**src/sv/pbs_pkg.sv**
```systemverilog
`timescale 1ns / 1ps
`default_nettype none

package pbs_pkg;

   localparam int PRIO_SLOTS = 32;

   localparam logic [1:0] OP_START = 2'd0;
   localparam logic [1:0] OP_BLOCK = 2'd1;
   localparam logic [1:0] OP_TICK  = 2'd2;
   localparam logic [1:0] OP_SCHED = 2'd3;

   typedef struct packed {
      logic [1:0]  operation;
      logic [5:0]  priority_req;
      logic [31:0] delay_ticks;
   } req_type;

   typedef struct packed {
      logic [5:0]  next_priority;
      logic        switch_request;
      logic        start_accepted;
      logic [31:0] ready_bits;
      logic [31:0] blocked_bits;
   } rsp_type;

   // Highest set bit plus one, or zero when the mask is empty.
   function automatic logic [5:0] top_priority(input logic [31:0] mask);
      logic [5:0] p;
      p = 6'd0;
      for (int i = 0; i < PRIO_SLOTS; i++) begin
         if (mask[i]) begin
            p = 6'(i + 1);
         end
      end
      return p;
   endfunction

endpackage

`default_nettype wire

```
**src/sv/pbs_ram.sv**
```systemverilog
`timescale 1ns / 1ps
`default_nettype none

module pbs_ram #(
   parameter int WIDTH = 32,
   parameter int DEPTH = 32
) (
   input  wire logic                                    clock,
   input  wire logic                                    wr_en,
   input  wire logic [((DEPTH > 1) ? $clog2(DEPTH) : 1)-1:0] wr_addr,
   input  wire logic [WIDTH-1:0]                        wr_data,
   input  wire logic [((DEPTH > 1) ? $clog2(DEPTH) : 1)-1:0] rd_addr,
   output logic      [WIDTH-1:0]                        rd_data
);

   logic [WIDTH-1:0] mem_ff [DEPTH];

   always_ff @(posedge clock) begin
      if (wr_en) begin
         mem_ff[wr_addr] <= wr_data;
      end
      rd_data <= mem_ff[rd_addr];
   end

endmodule

`default_nettype wire

```
**src/sv/priority_bitmap_scheduler_with_delays.sv**
```systemverilog
`timescale 1ns / 1ps
`default_nettype none

// Start, block and schedule words go from the idle state to the finish state, which loads
// the result register once the output is free. A tick word walks the delay counter memory
// one entry a cycle through a single decrement unit and a read-modify-write pipeline.
// One word is in work at a time; a finished result may wait in the output register.
// Synchronous reset clears the masks, the running thread, the state and all control flags.
// The delay counter memory is not cleared; a tick reads every entry, but one is only used after a block writes it.

module priority_bitmap_scheduler_with_delays
   import pbs_pkg::*;
#(
   parameter int NUM_PRIORITIES = 32,
   parameter int DELAY_WIDTH    = 32
) (
   input  wire logic    clock,
   input  wire logic    reset,
   input  wire logic    req_valid,
   output logic         req_stall,
   input  wire req_type req_data,
   output logic         rsp_valid,
   input  wire logic    rsp_stall,
   output rsp_type      rsp_data
);

   localparam int IDX_W = (NUM_PRIORITIES > 1) ? $clog2(NUM_PRIORITIES) : 1;
   localparam logic [31:0] PRIO_MASK = (NUM_PRIORITIES >= 32) ? 32'hFFFF_FFFF :
      32'((64'd1 << NUM_PRIORITIES) - 64'd1);
   localparam logic [IDX_W-1:0] LAST_IDX = IDX_W'(NUM_PRIORITIES - 1);
   localparam logic [5:0] NUM_PRIO6 = 6'(NUM_PRIORITIES);

   localparam logic [1:0] ST_IDLE   = 2'd0;
   localparam logic [1:0] ST_SCAN   = 2'd1;
   localparam logic [1:0] ST_FINISH = 2'd2;

   logic [1:0]             state_ff, state_in;
   logic [31:0]            ready_ff, ready_in;
   logic [31:0]            blocked_ff, blocked_in;
   logic [32:0]            started_ff, started_in;
   logic [5:0]             running_ff, running_in;
   logic                   run_vld_ff, run_vld_in;
   logic                   sched_ff, sched_in;
   logic                   acc_ff, acc_in;
   logic                   rd_on_ff, rd_on_in;
   logic [IDX_W-1:0]       rd_idx_ff, rd_idx_in;
   logic                   stg_vld_ff, stg_vld_in;
   logic [IDX_W-1:0]       stg_idx_ff, stg_idx_in;
   logic                   rsp_vld_ff, rsp_vld_in;
   rsp_type                rsp_ff, rsp_in;

   logic                   accept;
   logic                   out_free;
   logic                   start_ok;
   logic                   block_ok;
   logic [63:0]            delay_ext;
   logic [5:0]             run_m1;
   logic [5:0]             req_m1;
   logic [5:0]             chosen;
   logic [DELAY_WIDTH-1:0] dec;
   logic [31:0]            stg_bit;
   logic                   wr_en;
   logic [IDX_W-1:0]       wr_addr;
   logic [DELAY_WIDTH-1:0] wr_data;
   logic [DELAY_WIDTH-1:0] rd_data;

   pbs_ram #(
      .WIDTH(DELAY_WIDTH),
      .DEPTH(NUM_PRIORITIES)
   ) u_delay_ram (
      .clock  (clock),
      .wr_en  (wr_en),
      .wr_addr(wr_addr),
      .wr_data(wr_data),
      .rd_addr(rd_idx_ff),
      .rd_data(rd_data)
   );

   assign req_stall = (state_ff != ST_IDLE);
   assign accept    = req_valid && !req_stall;
   assign out_free  = !rsp_vld_ff || !rsp_stall;
   assign rsp_valid = rsp_vld_ff;
   assign rsp_data  = rsp_ff;

   assign delay_ext = 64'(req_data.delay_ticks);
   assign run_m1    = running_ff - 6'd1;
   assign req_m1    = req_data.priority_req - 6'd1;
   assign start_ok  = (req_data.priority_req <= NUM_PRIO6) &&
                      !(|(started_ff & (33'd1 << req_data.priority_req)));
   assign block_ok  = run_vld_ff && (running_ff != 6'd0);
   assign chosen    = top_priority(ready_ff & PRIO_MASK);
   assign dec       = rd_data - DELAY_WIDTH'(1);
   assign stg_bit   = 32'd1 << stg_idx_ff;

   always_comb begin
      state_in   = state_ff;
      ready_in   = ready_ff;
      blocked_in = blocked_ff;
      started_in = started_ff;
      running_in = running_ff;
      run_vld_in = run_vld_ff;
      sched_in   = sched_ff;
      acc_in     = acc_ff;
      rd_on_in   = rd_on_ff;
      rd_idx_in  = rd_idx_ff;
      stg_vld_in = stg_vld_ff;
      stg_idx_in = stg_idx_ff;
      rsp_vld_in = rsp_vld_ff && rsp_stall;
      rsp_in     = rsp_ff;
      wr_en      = 1'b0;
      wr_addr    = stg_idx_ff;
      wr_data    = dec;

      case (state_ff)
         ST_IDLE: begin
            if (accept) begin
               sched_in = 1'b0;
               acc_in   = 1'b0;
               state_in = ST_FINISH;
               case (req_data.operation)
                  OP_START: begin
                     if (start_ok) begin
                        acc_in     = 1'b1;
                        started_in = started_ff | (33'd1 << req_data.priority_req);
                        if (req_data.priority_req != 6'd0) begin
                           ready_in = ready_ff | ((32'd1 << req_m1) & PRIO_MASK);
                        end
                     end
                  end
                  OP_BLOCK: begin
                     if (block_ok) begin
                        sched_in   = 1'b1;
                        wr_en      = 1'b1;
                        wr_addr    = run_m1[IDX_W-1:0];
                        wr_data    = delay_ext[DELAY_WIDTH-1:0];
                        ready_in   = ready_ff & ~(32'd1 << run_m1);
                        blocked_in = blocked_ff | (32'd1 << run_m1);
                     end
                  end
                  OP_TICK: begin
                     sched_in   = 1'b1;
                     rd_on_in   = 1'b1;
                     rd_idx_in  = '0;
                     stg_vld_in = 1'b0;
                     state_in   = ST_SCAN;
                  end
                  default: begin
                     sched_in = 1'b1;
                  end
               endcase
            end
         end
         ST_SCAN: begin
            stg_vld_in = rd_on_ff;
            stg_idx_in = rd_idx_ff;
            if (rd_on_ff) begin
               if (rd_idx_ff == LAST_IDX) begin
                  rd_on_in = 1'b0;
               end else begin
                  rd_idx_in = rd_idx_ff + IDX_W'(1);
               end
            end
            if (stg_vld_ff && blocked_ff[stg_idx_ff]) begin
               wr_en = 1'b1;
               if (dec == '0) begin
                  blocked_in = blocked_ff & ~stg_bit;
                  ready_in   = ready_ff | stg_bit;
               end
            end
            if (!rd_on_ff && stg_vld_ff) begin
               state_in = ST_FINISH;
            end
         end
         ST_FINISH: begin
            if (out_free) begin
               rsp_vld_in                = 1'b1;
               rsp_in.start_accepted     = acc_ff;
               rsp_in.ready_bits         = ready_ff;
               rsp_in.blocked_bits       = blocked_ff;
               if (sched_ff) begin
                  rsp_in.next_priority  = chosen;
                  rsp_in.switch_request = !run_vld_ff || (chosen != running_ff);
                  running_in            = chosen;
                  run_vld_in            = 1'b1;
               end else begin
                  rsp_in.next_priority  = running_ff;
                  rsp_in.switch_request = 1'b0;
               end
               state_in = ST_IDLE;
            end
         end
         default: begin
            state_in = ST_IDLE;
         end
      endcase
   end

   always_ff @(posedge clock) begin
      if (reset) begin
         state_ff   <= ST_IDLE;
         ready_ff   <= '0;
         blocked_ff <= '0;
         started_ff <= '0;
         running_ff <= '0;
         run_vld_ff <= 1'b0;
         sched_ff   <= 1'b0;
         acc_ff     <= 1'b0;
         rd_on_ff   <= 1'b0;
         stg_vld_ff <= 1'b0;
         rsp_vld_ff <= 1'b0;
      end else begin
         state_ff   <= state_in;
         ready_ff   <= ready_in;
         blocked_ff <= blocked_in;
         started_ff <= started_in;
         running_ff <= running_in;
         run_vld_ff <= run_vld_in;
         sched_ff   <= sched_in;
         acc_ff     <= acc_in;
         rd_on_ff   <= rd_on_in;
         stg_vld_ff <= stg_vld_in;
         rsp_vld_ff <= rsp_vld_in;
      end
   end

   always_ff @(posedge clock) begin
      rd_idx_ff  <= rd_idx_in;
      stg_idx_ff <= stg_idx_in;
      rsp_ff     <= rsp_in;
   end

   a_masks_disjoint: assert property (@(posedge clock) disable iff (reset)
      (ready_ff & blocked_ff) == 32'd0)
      else $error("A priority is both ready and blocked.");

   a_masks_in_range: assert property (@(posedge clock) disable iff (reset)
      ((ready_ff | blocked_ff) & ~PRIO_MASK) == 32'd0)
      else $error("A mask bit lies above the highest priority.");

   a_running_in_range: assert property (@(posedge clock) disable iff (reset)
      running_ff <= NUM_PRIO6)
      else $error("The running priority lies above the highest priority.");

   a_tick_scans: assert property (@(posedge clock) disable iff (reset)
      (accept && (req_data.operation == OP_TICK)) |=> (state_ff == ST_SCAN) && rd_on_ff)
      else $error("A tick word did not start the counter walk.");

   a_scan_no_result: assert property (@(posedge clock) disable iff (reset)
      (state_ff == ST_SCAN) && !rsp_vld_ff |=> !rsp_vld_ff)
      else $error("A result appeared during the counter walk.");

endmodule

`default_nettype wire

```
**config.mk**
```make
export PLATFORM = sky130hd
export DESIGN_NAME = priority_bitmap_scheduler_with_delays
export DESIGN_NICKNAME = d
export VERILOG_FILES = /design/src/sv/pbs_pkg.sv /design/src/sv/pbs_ram.sv /design/src/sv/priority_bitmap_scheduler_with_delays.sv
export SDC_FILE = /design/constraint.sdc
export NUM_CORES = 2
export LEC_CHECK = 0
export BUFFER_PORTS_ARGS = -buffer_cell sky130_fd_sc_hd__buf_2
export CORE_ASPECT_RATIO = 1.1
export CORE_UTILIZATION = 62
export DETAILED_ROUTE_END_ITERATION = 10
export GPL_ROUTABILITY_DRIVEN = 1
export PLACE_DENSITY = 0.8
export SLEW_MARGIN = 30
export SYNTH_ARGS = -nofsm -noshare
export SYNTH_HDL_FRONTEND = slang
export SYNTH_SLANG_ARGS = --single-unit
```
**constraint.sdc**
```tcl
create_clock -name clock -period 5.7 [get_ports clock]
set_input_delay 0.57 -clock clock [delete_from_list [all_inputs] [get_ports clock]]
set_output_delay 0.57 -clock clock [all_outputs]
set_load 0.005 [all_outputs]
```
# Yosys cells after proc, flatten, opt, wreduce, memory -nomap -nowiden
# Memory sizes are Yosys's and may differ from the RTL's. A register that Yosys moved wholly into a read port is not among the register bits.
# Cells that the tools add are included.
# W data, S select, Z words.
dict set report op_classes {
  n_mux 87
  shift 4
  bitwise 9
  n_lt_le_gt_ge 2
  n_eq_ne 20
  reduce_logical 31
  add_sub_neg 4
}
# cell n
set ops {}
lappend ops {{$mux W32} 15}
lappend ops {{$pmux W32 S2} 3}
lappend ops {{$mux W6} 29}
lappend ops {{$or A32 B32 Y32} 3}
lappend ops {{$and A32 B32 Y32} 2}
lappend ops {{$not A32 Y32} 2}
lappend ops {{$shl A1 B6 Y32 const A} 2}
lappend ops {{$mux W5} 8}
lappend ops {{$and A33 B33 Y33} 1}
lappend ops {{$or A33 B33 Y33} 1}
lappend ops {{$reduce_or A33 Y1} 1}
lappend ops {{$shl A1 B6 Y33 const A} 1}
lappend ops {{$logic_not A32 Y1} 1}
lappend ops {{$shl A1 B5 Y32 const A} 1}
lappend ops {{$sub A32 B1 Y32 const B} 1}
lappend ops {{$mux W1} 18}
lappend ops {{$ne A2 B2 Y1 const B} 8}
lappend ops {{$mux W2} 6}
lappend ops {{$reduce_bool A6 Y1} 2}
lappend ops {{$sub A6 B1 Y6 const B} 2}
lappend ops {{$pmux W5 S2} 1}
lappend ops {{$ne A3 B3 Y1 const B} 3}
lappend ops {{$reduce_and A3 Y1} 3}
lappend ops {{$pmux W1 S2} 4}
lappend ops {{other kinds (22)} 39}
dict set report totals {
  ramBits 1024
  ff_bits 193
  mem_count 1
  inputBits 44
  out_inout_bits 74
}
# memory depth word_bits read_ports rd_ports_with_merged_regs wr line_no
set memory_table {}
lappend memory_table {u_delay_ram.mem_ff 32 32 1 1 1 pbs_ram.sv:16} ;# logic [WIDTH-1:0] mem_ff [DEPTH];

# Longest topological paths before layout
dict set report logic_depth {
  word_depth 35
  ltp_mapped 13
}

# By module
# A second synthesis with hierarchy kept.
dict set report hier_totals {
  hier_cells 3451
  hier_area_um2 51075.2
}
# mod area_each_um2 cells_each instances seq_area_each_um2
set by_module_without_submodules {}
lappend by_module_without_submodules {pbs_ram 40492.6 2260 1 31390.1}
lappend by_module_without_submodules {priority_bitmap_scheduler_with_delays 10582.6 1191 1 4684.5}

# Worst setup path before layout
# Ideal clock, no wire load.
dict set report synth_timing {
  path_type {register to register}
  from {reg state_ff[0]}
  to {reg running_ff[4]}
  t_arrival_ns 5.014
  slack_ns 0.621
  period_less_slack_ns 5.079
  stages_incl_launch_ff 8
  required_time_ns 5.635
  path_cell_list {dfxtp_1 > nand2b_1 > a21oi_1 > nand2_1 > clkbuf_1 > nor3_1 > a21oi_1 > nor2_1}
}
dict set report synth_via {
  elab_chain_cells 2
}
# item line_no
set synth_lines {}
lappend synth_lines {{start, declared} priority_bitmap_scheduler_with_delays.sv:37} ;# logic [1:0] state_ff, state_in;
lappend synth_lines {{start signal, assigned} priority_bitmap_scheduler_with_delays.sv:212} ;# state_ff <= state_in;
lappend synth_lines {{$eq A2 B2 Y1} priority_bitmap_scheduler_with_delays.sv:114} ;# case (state_ff)
lappend synth_lines {{$reduce_and A3 Y1 (no source line)} n/a}
lappend synth_lines {{end signal, assigned} priority_bitmap_scheduler_with_delays.sv:216} ;# running_ff <= running_in;
lappend synth_lines {{end, declared} priority_bitmap_scheduler_with_delays.sv:41} ;# logic [5:0] running_ff, running_in;
# Every way passes these cells.
# A chain may end at the register's enable or synchronous reset.

# Worst setup path in the final report
dict set report layout_timing {
  from {reg running_ff[0]}
  to {mem u_delay_ram.mem_ff[13][4] (enable)}
}
dict set report layout_via {
  elab_chain_cells 8
  word_cells_on_any_way 13
}
# item line_no
set layout_lines {}
lappend layout_lines {{$reduce_bool A6 Y1} priority_bitmap_scheduler_with_delays.sv:90} ;# assign block_ok = run_vld_ff && (running_ff != 6'd0);
lappend layout_lines {{$logic_and A1 B1 Y1} priority_bitmap_scheduler_with_delays.sv:90}
lappend layout_lines {{$mux W1} priority_bitmap_scheduler_with_delays.sv:131} ;# if (block_ok) begin
lappend layout_lines {{$mux W1} priority_bitmap_scheduler_with_delays.sv:120} ;# case (req_data.operation)
lappend layout_lines {{$mux W1} priority_bitmap_scheduler_with_delays.sv:116} ;# if (accept) begin
lappend layout_lines {{$pmux W1 S2} priority_bitmap_scheduler_with_delays.sv:114}
lappend layout_lines {{$mux W1} pbs_ram.sv:19} ;# if (wr_en) begin
lappend layout_lines {{$mux W1 (implied by the code)} pbs_ram.sv:20} ;# mem_ff[wr_addr] <= wr_data;
lappend layout_lines {{end, declared} pbs_ram.sv:16}
# Several ways; a longest one is shown, not always the timed one.

==> flow_summary.json <==
{
  "start_util_pct": 63.04,
  "area_growth_pct": 12.87,
  "grt_max_degree": 142,
  "synth_most_common_cell": "edfxtp_1",
  "syn_area_um2": 50090,
  "final_nets": 2934,
  "grt_util_met1_pct": 42.74,
  "clock_sinks": 1249,
  "worst_slew_pin_slew_ns": 1.184,
  "power.density_nw_per_um2": 331.8,
  "die_area_um2": 81940,
  "n_fill_cell": 4601,
  "path_max_fanout": 27,
  "synth_seq_cells": 1249,
  "path_cells": "inv_1, ha_1, nand2b_1, nand2b_1, o211ai_1, or2_2, o22ai_1, nand2_1, nor2_4, buf_4",
  "cts_buffer_depth": 3,
  "rows": 108,
  "synth_top_cell_area_share_pct": 66.30,
  "status": "completed",
  "max_freq_ghz": 0.2035,
  "setup.worst_path.end_class": "flip-flop",
  "dpl_cell_area_um2": 52530,
  "grt-busiest-layer": "met2",
  "postSynth.asyncResetShare_pct": 0,
  "synth_top_cell_by_area": "edfxtp_1",
  "arrival_ns": 5.31,
  "rsz0062_at_grt": "no",
  "regArea_um2": 36070,
  "clk_latency_ns": 0.70,
  "cpPeakStageDelay_ns": 0.79,
  "clk_root_buffer_cell": "clkbuf_16",
  "internal_power_w": 0.01468,
  "post-route-min-period_ns": 4.915,
  "dp_slack_ns": 0.9570,
  "ys_top_cells_by_area": "edfxtp_1, mux4_2, dfxtp_1",
  "fin_setup_tns_ns": 0,
  "drt_first_iter_violations": 3809,
  "synthCells": 2719,
  "timing.slew.headroom_pct": 21.08,
  "clockPowerShare_pct": 41.1,
  "wl_um": 127800,
  "grt_pass1_wl_um": 184400,
  "yosysUniqueCellTypes": 74,
  "maxCapViolations": 0,
  "path_common_cell": "nand2b_1",
  "crit_required_ns": 6.10,
  "core-area_um2": 79460,
  "drc": 0,
  "fin_crit_sh_pct": 86.22,
  "post-route-util_pct": 71.15,
  "die_y_um": 300.1,
  "cts_max_level": 3,
  "fin_worst_skew_ns": 0.02230,
  "syn_avg_cell_area_um2": 18.42,
  "worstReg2RegStart": "running_ff[0]",
  "combinationalPowerShare_pct": 4.9,
  "grt_pass1_vias": 27680,
  "track_usage_pct": 31.06,
  "slew_viol_final": 0,
  "postCtsHoldBufs": 0,
  "cts_tree": "yes",
  "cpLargestDelayFamily": "simple AND/OR/NAND/NOR gates",
  "synth_nets": 2772,
  "ir_worst_vdd_mv": 0.3125,
  "drtPass1Iterations": 7,
  "port_buffers": 117,
  "antenna_found_initial": 3,
  "p_sw_share_pct": 21.75,
  "crit_start": "running_ff[0]",
  "pin_count": 118,
  "finalSetupViolCount": 0,
  "finalHoldViolCount": 0,
  "ctsResizeCount": 0,
  "hold_path.class": "in -> reg",
  "grt_use_met3_pct": 5.151,
  "fin_area_um2": 56540,
  "numCtsBuffers": 114,
  "drive_gt1_share_pct": 28.61,
  "vias": 28090,
  "worstSetupPathType": "reg -> reg",
  "multi_input_area_um2": 13670,
  "fin_ws_ns": 0.7854,
  "path_clk_slew_ns": 0.07,
  "final_antenna_net_count": 0,
  "use_met2_pct": 51.37,
  "crit_path_start_kind": "flip-flop",
  "wl_per_cell_um": 31.75,
  "die_x_um": 273.0,
  "routed_via_density": 6.978,
  "seqPwrFrac_pct": 54.0,
  "synth_edf_count": 1106,
  "postCtsSetupRepairBufs": 0,
  "synthFlopType": "edfxtp_1",
  "gp_congestion": 0.9283,
  "yosysSeqAreaShare_pct": 72.02,
  "power_leakage_nw": 17.69,
  "power.net_switching_w": 0.004081,
  "yosys-top-cells-count": "edfxtp_1, mux4_2, nor2_1, dfxtp_1, clkbuf_1",
  "worst-path-buf-inv": 2,
  "cpMaxStageDelayCell": "nor2_4",
  "overflow": 0,
  "ys_warn_count": 0,
  "dp_hpwl_um": 75600,
  "hp-start": "rsp_stall"
}
-- layer usage --
layer | vias up | share of wire (%)
li1 | 11470 | -
met1 | 14420 | 36
met2 | 1939 | 51
met3 | 251 | 9.7
met4 | 4 | 3.4
met5 | - | 0.017
-- metrics by stage --
step	instances	hold slack [ns]	power, W
floorplan	2719	0.4064	0.01087
global placement	3794	0.4216	0.01117
detailed placement	3801	0.4278	0.01121
CTS	4014	0.1771	0.01876
global route	4023	0.2187	0.01921
finish	4025	0.2046	0.01876
-- layout by cell type (no fill, tap or decap), types with 33 or more instances in the layout --
| master | netlist | layout |
|---|---|---|
| nand3_1 | 42 | 42 |
| nor2_4 | 0 | 33 |
| o21ai_0 | 85 | 62 |
| buf_2 | 8 | 116 |
| clkbuf_16 | 0 | 115 |
| buf_4 | 3 | 66 |
| dfxtp_1 | 143 | 143 |
| nand2_1 | 101 | 100 |
| mux2_2 | 38 | 38 |
| nor2_1 | 175 | 141 |
| a21oi_1 | 68 | 66 |
| mux4_2 | 328 | 328 |
| edfxtp_1 | 1106 | 1106 |
| a31oi_1 | 64 | 59 |
-- worst paths after layout --
path	end	slack, ns	cells after the start
setup / recovery	u_delay_ram.mem_ff[13][4]	0.79	10
hold / removal	rsp_valid	0.20	3
setup reg to reg	u_delay_ram.mem_ff[13][4]	0.79	10
hold reg to reg	rsp_data[64]	0.44	0
-- cells by family after synthesis --
kind of cell / count (synthesis) / share of synthesized area [%]
compound gates: 353 / 4.796
flops: 1249 / 72.02
xor+xnor: 39 / 0.6819
simple gates: 509 / 5.011
buf+inv: 185 / 1.489
fa+ha+maj: 9 / 0.2248
mux: 375 / 15.78
-- flip-flops by register name, indices dropped and copies added (netlist names), 5 cells and up --
name,flops
blocked_ff,32
stg_idx_ff,5
running_ff,6
u_delay_ram.rd_data,32
ready_ff,32
u_delay_ram.mem_ff,1024
rd_idx_ff,5
rsp_data,72
started_ff,33
-- area by class of cell --
class                   count  share of cell area [%]
clock inverters            67                   1.233
multi-input cells        1285                   24.18
clock buffers             146                   5.402
well taps                1045                   2.313
inverters                  25                  0.1660
repair buffers            206                   2.890
flip-flops and latches   1249                   63.81
diodes                      2                0.008852
-- power by group through the flow --
stage / Combinational, W / Sequential (W) / Clock (W)
final: 0.000922 / 0.0101 / 0.00771
after global routing: 0.000970 / 0.0101 / 0.00811
after CTS: 0.000897 / 0.0101 / 0.00774
after detailed placement: 0.000884 / 0.0103 / 0
after global placement: 0.000850 / 0.0103 / 0
after floorplan: 0.000548 / 0.0103 / 0
-- worst reg2reg max path: cells and delay by family (launching register included) --
| kind | cells | cell delay, ns |
|---|---|---|
| flip-flops | 1 | 0.46 |
| buffers and inverters | 2 | 0.52 |
| AO/OA/AOI/OAI | 2 | 0.98 |
| adder cells (fa/ha/maj) | 1 | 0.30 |
| AND/OR/NAND/NOR | 5 | 2.36 |
Note: power is estimated with default switching activity, not from simulation.
